--- config.mk ---
export PLATFORM = sky130hd
export DESIGN_NAME = sensor_frame_builder_crc8
export DESIGN_NICKNAME = d
export VERILOG_FILES = /design/src/hw/rtl/sfb_pkg.sv /design/src/hw/rtl/sfb_front.sv /design/src/hw/rtl/sfb_queue.sv /design/src/hw/rtl/sfb_back.sv /design/src/hw/rtl/sensor_frame_builder_crc8.sv
export SDC_FILE = /design/constraint.sdc
export NUM_CORES = 1
export LEC_CHECK = 0
export BUFFER_PORTS_ARGS = -buffer_cell sky130_fd_sc_hd__buf_2
export CORE_MARGIN = 2
export CORE_UTILIZATION = 30
export DETAILED_ROUTE_END_ITERATION = 6
export GPL_ROUTABILITY_DRIVEN = 0
export GPL_TIMING_DRIVEN = 1
export PLACE_DENSITY = 0.55
export SETUP_SLACK_MARGIN = 0.02
export SLEW_MARGIN = 20
export SYNTH_ARGS = -nofsm -noshare
export SYNTH_HDL_FRONTEND = slang
export SYNTH_SLANG_ARGS = --single-unit
--- constraint.sdc ---
create_clock -name i_clk -period 3.1 [get_ports i_clk]
set_clock_uncertainty 0.05 [all_clocks]
set_input_delay 0.465 -clock i_clk [delete_from_list [all_inputs] [get_ports i_clk]]
set_output_delay 0.465 -clock i_clk [all_outputs]
set_load 0.02 [all_outputs]
--- src/hw/rtl/sfb_pkg.sv ---
`timescale 1ns / 1ps
`default_nettype none
// ---------------------------------------------------------------------------
// sfb_pkg - shared types and constants of the sensor frame builder
// Frame constants, the command passed from classifier to serializer,
// and the CRC-8/MAXIM byte update.
// ---------------------------------------------------------------------------
package sfb_pkg;

    localparam int unsigned CNT_W        = 3;
    localparam logic [CNT_W-1:0] MAX_READINGS = 3'd6;

    localparam logic [7:0] MSG_TYPE_SENSOR = 8'h01;
    localparam logic [7:0] CRC_POLY_REFL   = 8'h8C;
    localparam logic [7:0] CRC_INIT        = 8'h00;
    localparam logic [7:0] NODE_ID_RESET   = 8'h01;

    localparam int unsigned QUEUE_DEPTH = 4;
    localparam int unsigned QPTR_W      = $clog2(QUEUE_DEPTH);
    localparam int unsigned QCNT_W      = $clog2(QUEUE_DEPTH + 1);

    localparam int unsigned PADDR_W    = 3;
    localparam logic        REG_NODE_ID = 1'b0;

    typedef struct packed {
        logic             open;
        logic             close;
        logic [CNT_W-1:0] cnt;
        logic [7:0]       stype;
        logic [15:0]      value;
    } t_cmd;

    // reflected CRC-8, one byte, LSB first
    function automatic logic [7:0] crc8_feed(input logic [7:0] crc, input logic [7:0] b);
        logic [7:0] c;
        logic [7:0] d;
        c = crc;
        d = b;
        for (int k = 0; k < 8; k++) begin
            if (c[0] ^ d[0]) begin
                c = (c >> 1) ^ CRC_POLY_REFL;
            end else begin
                c = c >> 1;
            end
            d = d >> 1;
        end
        return c;
    endfunction

endpackage
`default_nettype wire

--- src/hw/rtl/sfb_front.sv ---
`timescale 1ns / 1ps
`default_nettype none
// ---------------------------------------------------------------------------
// sfb_front - reading classifier
// Tracks the open frame and turns each reading into a serializer command.
// ---------------------------------------------------------------------------
module sfb_front (
    input  wire logic                    i_clk,
    input  wire logic                    i_rst_n,
    input  wire logic                    i_valid,
    output logic                         o_ready,
    input  wire logic [7:0]              i_stype,
    input  wire logic [15:0]             i_value,
    input  wire logic [sfb_pkg::CNT_W-1:0] i_cnt,
    input  wire logic                    i_q_ready,
    output logic                         o_push,
    output sfb_pkg::t_cmd                o_cmd
);

    logic [sfb_pkg::CNT_W-1:0] r_left;
    logic [sfb_pkg::CNT_W-1:0] n_left;
    logic [sfb_pkg::CNT_W-1:0] cnt_sat;

    assign o_ready = i_q_ready;
    assign o_push  = i_valid && i_q_ready;
    assign cnt_sat = (i_cnt > sfb_pkg::MAX_READINGS) ? sfb_pkg::MAX_READINGS : i_cnt;

    always_comb begin
        o_cmd.stype = i_stype;
        o_cmd.value = i_value;
        o_cmd.cnt   = cnt_sat;
        if (r_left == '0) begin
            o_cmd.open  = 1'b1;
            o_cmd.close = (cnt_sat <= sfb_pkg::CNT_W'(1));
            n_left      = (cnt_sat == '0) ? '0 : cnt_sat - sfb_pkg::CNT_W'(1);
        end else begin
            o_cmd.open  = 1'b0;
            o_cmd.close = (r_left == sfb_pkg::CNT_W'(1));
            n_left      = r_left - sfb_pkg::CNT_W'(1);
        end
    end

    always_ff @(posedge i_clk) begin
        if (!i_rst_n) begin
            r_left <= '0;
        end else if (o_push) begin
            r_left <= n_left;
        end
    end

endmodule
`default_nettype wire

--- src/hw/rtl/sfb_queue.sv ---
`timescale 1ns / 1ps
`default_nettype none
// ---------------------------------------------------------------------------
// sfb_queue - command queue
// Small FIFO between classifier and serializer.
// ---------------------------------------------------------------------------
module sfb_queue (
    input  wire logic    i_clk,
    input  wire logic    i_rst_n,
    input  wire logic    i_push,
    input  sfb_pkg::t_cmd i_cmd,
    output logic         o_ready,
    input  wire logic    i_pop,
    output logic         o_valid,
    output sfb_pkg::t_cmd o_cmd
);

    sfb_pkg::t_cmd r_mem [sfb_pkg::QUEUE_DEPTH];
    logic [sfb_pkg::QPTR_W-1:0] r_wptr;
    logic [sfb_pkg::QPTR_W-1:0] r_rptr;
    logic [sfb_pkg::QCNT_W-1:0] r_count;

    assign o_ready = (r_count != sfb_pkg::QCNT_W'(sfb_pkg::QUEUE_DEPTH));
    assign o_valid = (r_count != '0);
    assign o_cmd   = r_mem[r_rptr];

    always_ff @(posedge i_clk) begin
        if (i_push) begin
            r_mem[r_wptr] <= i_cmd;
        end
    end

    always_ff @(posedge i_clk) begin
        if (!i_rst_n) begin
            r_wptr  <= '0;
            r_rptr  <= '0;
            r_count <= '0;
        end else begin
            if (i_push) begin
                r_wptr <= r_wptr + sfb_pkg::QPTR_W'(1);
            end
            if (i_pop) begin
                r_rptr <= r_rptr + sfb_pkg::QPTR_W'(1);
            end
            if (i_push && !i_pop) begin
                r_count <= r_count + sfb_pkg::QCNT_W'(1);
            end else if (i_pop && !i_push) begin
                r_count <= r_count - sfb_pkg::QCNT_W'(1);
            end
        end
    end

    a_no_pop_empty: assert property (@(posedge i_clk) disable iff (!i_rst_n)
        i_pop |-> o_valid) else $error("pop from empty queue");
    a_no_push_full: assert property (@(posedge i_clk) disable iff (!i_rst_n)
        i_push |-> o_ready) else $error("push into full queue");
    a_count_bound: assert property (@(posedge i_clk) disable iff (!i_rst_n)
        r_count <= sfb_pkg::QCNT_W'(sfb_pkg::QUEUE_DEPTH)) else $error("queue count overflow");

endmodule
`default_nettype wire

--- src/hw/rtl/sfb_back.sv ---
`timescale 1ns / 1ps
`default_nettype none
// ---------------------------------------------------------------------------
// sfb_back - frame serializer
// Emits header, reading and CRC bytes one per cycle through an output register, while i_ready lets it advance.
// ---------------------------------------------------------------------------
module sfb_back (
    input  wire logic    i_clk,
    input  wire logic    i_rst_n,
    input  wire logic [7:0] i_node_id,
    input  wire logic    i_q_valid,
    input  sfb_pkg::t_cmd i_q_cmd,
    output logic         o_pop,
    output logic         o_valid,
    input  wire logic    i_ready,
    output logic [7:0]   o_byte,
    output logic         o_eof
);

    typedef enum logic [2:0] {
        S_RELAY,
        S_TYPE,
        S_CNT,
        S_STYPE,
        S_VHI,
        S_VLO,
        S_CRC
    } t_step;

    t_step         r_step;
    t_step         n_step;
    logic          r_busy;
    sfb_pkg::t_cmd r_cmd;
    logic [7:0]    r_crc;
    logic          r_out_valid;
    logic [7:0]    r_byte;
    logic          r_eof;

    logic       adv;
    logic       last;
    logic       load;
    logic [7:0] cur_byte;
    logic [7:0] crc_base;
    logic [7:0] crc_next;

    assign adv  = r_busy && (!r_out_valid || i_ready);
    assign last = (r_step == S_CRC) || ((r_step == S_VLO) && !r_cmd.close);
    assign load = !r_busy || (adv && last);
    assign o_pop = load && i_q_valid;

    always_comb begin
        unique case (r_step)
            S_RELAY: cur_byte = i_node_id;
            S_TYPE:  cur_byte = sfb_pkg::MSG_TYPE_SENSOR;
            S_CNT:   cur_byte = {{(8 - sfb_pkg::CNT_W){1'b0}}, r_cmd.cnt};
            S_STYPE: cur_byte = r_cmd.stype;
            S_VHI:   cur_byte = r_cmd.value[15:8];
            S_VLO:   cur_byte = r_cmd.value[7:0];
            S_CRC:   cur_byte = r_crc;
            default: cur_byte = r_crc;
        endcase
    end

    always_comb begin
        unique case (r_step)
            S_CNT:   n_step = (r_cmd.cnt == '0) ? S_CRC : S_STYPE;
            S_RELAY: n_step = S_TYPE;
            S_TYPE:  n_step = S_CNT;
            S_STYPE: n_step = S_VHI;
            S_VHI:   n_step = S_VLO;
            default: n_step = S_CRC;
        endcase
    end

    assign crc_base = (r_step == S_RELAY) ? sfb_pkg::CRC_INIT : r_crc;
    assign crc_next = sfb_pkg::crc8_feed(crc_base, cur_byte);

    always_ff @(posedge i_clk) begin
        if (!i_rst_n) begin
            r_busy      <= 1'b0;
            r_out_valid <= 1'b0;
            r_step      <= S_RELAY;
        end else begin
            if (adv) begin
                r_out_valid <= 1'b1;
                r_byte      <= cur_byte;
                r_eof       <= (r_step == S_CRC);
                r_crc       <= crc_next;
            end else if (i_ready) begin
                r_out_valid <= 1'b0;
            end
            if (load) begin
                r_busy <= i_q_valid;
                if (i_q_valid) begin
                    r_cmd  <= i_q_cmd;
                    r_step <= i_q_cmd.open ? S_RELAY : S_STYPE;
                end
            end else if (adv) begin
                r_step <= n_step;
            end
        end
    end

    assign o_valid = r_out_valid;
    assign o_byte  = r_byte;
    assign o_eof   = r_eof;

    a_crc_on_close: assert property (@(posedge i_clk) disable iff (!i_rst_n)
        (r_busy && r_step == S_CRC) |-> r_cmd.close) else $error("CRC step without close");
    a_hdr_on_open: assert property (@(posedge i_clk) disable iff (!i_rst_n)
        (r_busy && !r_cmd.open) |-> (r_step != S_RELAY && r_step != S_TYPE && r_step != S_CNT))
        else $error("header step on non-opening command");
    a_adv_fills: assert property (@(posedge i_clk) disable iff (!i_rst_n)
        adv |=> r_out_valid) else $error("advanced step lost its byte");

endmodule
`default_nettype wire

--- src/hw/rtl/sensor_frame_builder_crc8.sv ---
`timescale 1ns / 1ps
`default_nettype none
// ---------------------------------------------------------------------------
// sensor_frame_builder_crc8 - sensor frame serializer with CRC-8/MAXIM
// Each request is one reading; the frame leaves as one byte per transfer.
// A reading is sent as sensor type and value high and low bytes; the request
// opening a frame first sends node ID, message type and reading count; the one
// closing it adds the CRC (an empty frame is header and CRC). Bytes leave one per
// cycle unless m_axis_tready stalls; a 4-entry queue takes requests as bytes drain.
// ---------------------------------------------------------------------------
module sensor_frame_builder_crc8 (
    input  wire logic        i_clk,
    input  wire logic        i_rst_n,
    input  wire logic        s_axis_tvalid,
    output logic             s_axis_tready,
    // [7:0] sensor_type, [23:8] reading_value, [26:24] reading_count, [31:27] zero
    input  wire logic [31:0] s_axis_tdata,
    output logic             m_axis_tvalid,
    input  wire logic        m_axis_tready,
    // [7:0] frame_byte
    output logic [7:0]       m_axis_tdata,
    output logic             m_axis_tlast,
    input  wire logic        psel,
    input  wire logic        penable,
    input  wire logic        pwrite,
    input  wire logic [sfb_pkg::PADDR_W-1:0] paddr,
    input  wire logic [31:0] pwdata,
    output logic [31:0]      prdata,
    output logic             pready
);

    logic [7:0]    r_node_id;
    logic          push;
    logic          pop;
    logic          q_ready;
    logic          q_valid;
    sfb_pkg::t_cmd f_cmd;
    sfb_pkg::t_cmd q_cmd;

    assign pready = 1'b1;
    assign prdata = (paddr[2] == sfb_pkg::REG_NODE_ID) ? {24'd0, r_node_id} : 32'd0;

    always_ff @(posedge i_clk) begin
        if (!i_rst_n) begin
            r_node_id <= sfb_pkg::NODE_ID_RESET;
        end else if (psel && penable && pwrite && pready
                     && paddr[2] == sfb_pkg::REG_NODE_ID) begin
            r_node_id <= pwdata[7:0];
        end
    end

    sfb_front u_front (
        .i_clk     (i_clk),
        .i_rst_n   (i_rst_n),
        .i_valid   (s_axis_tvalid),
        .o_ready   (s_axis_tready),
        .i_stype   (s_axis_tdata[7:0]),
        .i_value   (s_axis_tdata[23:8]),
        .i_cnt     (s_axis_tdata[26:24]),
        .i_q_ready (q_ready),
        .o_push    (push),
        .o_cmd     (f_cmd)
    );

    sfb_queue u_queue (
        .i_clk   (i_clk),
        .i_rst_n (i_rst_n),
        .i_push  (push),
        .i_cmd   (f_cmd),
        .o_ready (q_ready),
        .i_pop   (pop),
        .o_valid (q_valid),
        .o_cmd   (q_cmd)
    );

    sfb_back u_back (
        .i_clk      (i_clk),
        .i_rst_n    (i_rst_n),
        .i_node_id  (r_node_id),
        .i_q_valid  (q_valid),
        .i_q_cmd    (q_cmd),
        .o_pop      (pop),
        .o_valid    (m_axis_tvalid),
        .i_ready    (m_axis_tready),
        .o_byte     (m_axis_tdata),
        .o_eof      (m_axis_tlast)
    );

    logic unused_pwdata;
    assign unused_pwdata = ^{pwdata[31:8], paddr[1:0], s_axis_tdata[31:27]};

endmodule
`default_nettype wire
==> run_results.csv <==
group,metric,value,unit
outcome,status,"complete, no violations",
power_and_ir_drop,power,0.00865,W
power_and_ir_drop,swShare,32.0,%
clock_network,cts_made_buffers,17,
routing,wl_met2,8300,um
logic_synthesis,synth.most_common_cell,"edfxtp_1",
logic_synthesis,async_flop_share,0,%
logic_synthesis,yosys-top-cells-area,"edfxtp_1 60%, mux4_2 8.1%, dfxtp_1 6.2%",
setup_path,crit_type,"reg2reg",
floorplan,core,26700,um2
timing,final.setup.tns,0,ps
routing,drt_iter0_drc,290,
setup_path,start_kind,"flip-flop",
setup_path,path_max_fanout,10,
timing,max_freq,356,MHz
global_routing,grt_pass1_vias,4741,
power_and_ir_drop,powerDensity,920,nW/um2
clock_network,clock-root-buffer,"clkbuf_16",
clock_network,cts_setup_buffers,0,
setup_path,required,3220,ps
clock_network,path_clk_slew,70,ps
clock_network,post_cts_resized,0,
logic_synthesis,syn_area,8080,um2
logic_synthesis,netlist_instances,538,
power_and_ir_drop,total_switching_power,0.00277,W
routing,wl_met1,7260,um
logic_synthesis,yosysWarnings,0,
timing,fin_crit_sh,90.5,%
routing,ant_nets,0,
layout,drive_above_1_share,25.5,%
floorplan,rows,60,
setup_path,arrival,2920,ps
routing,wl_met3,959,um
global_routing,grt_pass1_wl,26200,um
placed_design,dp_hpwl,11400,um
routing,first_pass_iters,5,
placed_design,placement.cell_area,8790,um2
timing,relSlewSlack,56.1,%
logic_synthesis,synth_edf_count,161,
power_and_ir_drop,ir_worst_vdd,0.000342,V
setup_path,cp-end-kind,"flip-flop",
layout,antenna_cells,0,
clock_network,postCtsHoldBufs,0,
routing,vias,4601,
clock_network,h-tree-depth,4,
timing,finalWorstPathRequiredPeriod,2810,ps
logic_synthesis,synth_top_area_share,59.8,%
power_and_ir_drop,cellLeakagePower,3.27,nW
logic_synthesis,yosysTopAreaCell,"edfxtp_1",
power_and_ir_drop,combinationalPowerShare,32.3,%
placed_design,portBuffers,61,
layout,post-route-util,35.1,%
power_and_ir_drop,p_int,0.00588,W
logic_synthesis,yosysSeqAreaShare,66.0,%
logic_synthesis,synth_common_cells,"161 x edfxtp_1, 42 x nand2_1, 29 x mux4_2",
layout,fillCellCount,2599,
timing,worst_pin_slew,653,ps
clock_network,clock_path_buffers,2,
floorplan,dieArea,28300,um2
global_routing,grt.overflow.total,0,
timing,maxSlewViolCount,0,
floorplan,die_y,168,um
floorplan,dieWidth,168,um
power_and_ir_drop,seqPwrFrac,42.3,%
clock_network,clock-sinks,186,
global_routing,antenna_found_initial,0,
timing,rsz0062_at_grt,"no",
logic_synthesis,synth_ff_type,"edfxtp_1",
routing,dr.max_layer_used,"met4",
layout,fin_area,9390,um2
timing,setup_viol,0,
worst_hold_path,hold_class,"in2reg",
timing,final_hold_viol_count,0,
clock_network,cts_tree,"done",
power_and_ir_drop,p_clk_share,25.4,%
logic_synthesis,avgSynthCellArea,15.0,um2
floorplan,ios,118,
floorplan,start_util,30.2,%
logic_synthesis,ys_ff_latch,186,
global_routing,grt_usage,12.1,%
clock_network,clock_latency,430,ps
routing,wl_per_cell,17.2,um
routing,viasPerCell,4.73,
logic_synthesis,ys_types,65,
layout,fin_nets,701,
flow_run,cap_violations,0,
layout,areaGrowthSynthToFinish,16.3,%
routing,drc,0,
global_routing,grt_max_degree,30,
routing,routed_wl,16700,um
-- through the flow --
step                      hold slack (ps)  std cells  setup slack (ps)
after floorplan                       399        561               286
after global placement                436        940               337
after detailed placement              463        940               342
after CTS                             177        972               323
after global routing                  180        972               122
final                                 192        972               295
-- cell type report --
| class | count | area, um2 | area share, % |
|---|---|---|---|
| flip-flops and latches | 186 | 5340 | 56.8 |
| multi-input cells | 311 | 2450 | 26.1 |
| repair buffers | 88 | 520 | 5.54 |
| clock buffers | 19 | 453 | 4.82 |
| well taps | 341 | 427 | 4.54 |
| clock inverters | 13 | 155 | 1.65 |
| inverters | 14 | 52.6 | 0.559 |
-- kinds of logic (layout without fill, tap and decap cells) --
family	Yosys count	in the layout	synth area share (%)
xor+xnor	19	19	2.43
fa+ha+maj	9	9	1.49
compound gates	92	92	7.93
flops	186	186	66.0
buf+inv	64	134	4.72
other cells	2	25	0.0929
mux	36	36	8.98
simple gates	130	130	8.33
-- cell usage in the layout (no fill, tap or decap), types with 3 or more instances in the layout --
cell         n
and2_1       7
ha_1         8
and3_1       6
clkbuf_16   17
mux4_2      29
dfxtp_1     24
a22oi_1      5
inv_1       14
nand3_1      8
nor3b_1      4
nor2_1      23
xnor2_1     12
xor2_1       5
mux2i_1      5
o21a_1       5
nor2b_1     18
a21boi_0    11
edfxtp_1   161
inv_8        3
buf_2       61
a21oi_1     16
inv_6        3
o21ai_1      4
a211oi_1     4
nand4b_1     3
nand2_1     42
conb_1      25
a31oi_1      3
buf_4       26
o21ai_0     20
o211ai_1     3
-- power by group through the flow --
| stage | Sequential, W | Combinational, W | Clock (W) |
|---|---|---|---|
| floorplan | 0.00359 | 0.00216 | 0 |
| global placement | 0.00369 | 0.00269 | 0 |
| detailed placement | 0.00371 | 0.00280 | 0 |
| CTS | 0.00366 | 0.00281 | 0.00226 |
| global route | 0.00372 | 0.00305 | 0.00234 |
| finish | 0.00366 | 0.00279 | 0.00219 |
-- registers in the layout, indices dropped and copies added, names as in the netlist, named ones only --
| register | cells |
|---|---|
| u_back.r_crc | 8 |
| u_queue.r_rptr | 2 |
| u_queue.r_mem | 116 |
| u_queue.r_count | 3 |
| u_front.r_left | 3 |
| u_back.o_valid | 1 |
| u_back.r_cmd | 28 |
| u_back.o_eof | 1 |
| u_queue.r_wptr | 2 |
| u_back.o_byte | 8 |
| r_node_id | 8 |
| u_back.r_step | 3 |
| u_back.r_busy | 1 |
-- per-layer routing --
metal | vias to the layer above | track usage, %
met5 | - | 0
met4 | 0 | 3.56
met3 | 11 | 3.36
met2 | 170 | 20.8
met1 | 2268 | 15.0
li1 | 2152 | -
-- worst max-delay path, stage by stage (launching register included) --
cell and delay (ps):
dfxtp_1 420, buf_4 200, nor2_1 350, nand3_1 130, o211ai_1 190, mux2i_1 310, xor3_2 520, xnor3_1 380
-- worst paths after layout --
path | start | end | slack (ps) | depth (start not counted)
setup / recovery | u_back.r_step[1] | u_back.r_crc[2] | 290 | 7
hold / removal | s_axis_tdata[8] | u_queue.r_mem[0][0] | 190 | 1
setup reg to reg | u_back.r_step[1] | u_back.r_crc[2] | 290 | 7
hold reg to reg | u_queue.r_wptr[1] | u_queue.r_wptr[1] | 470 | 2
No activity file was read; power rests on OpenSTA's default activity.
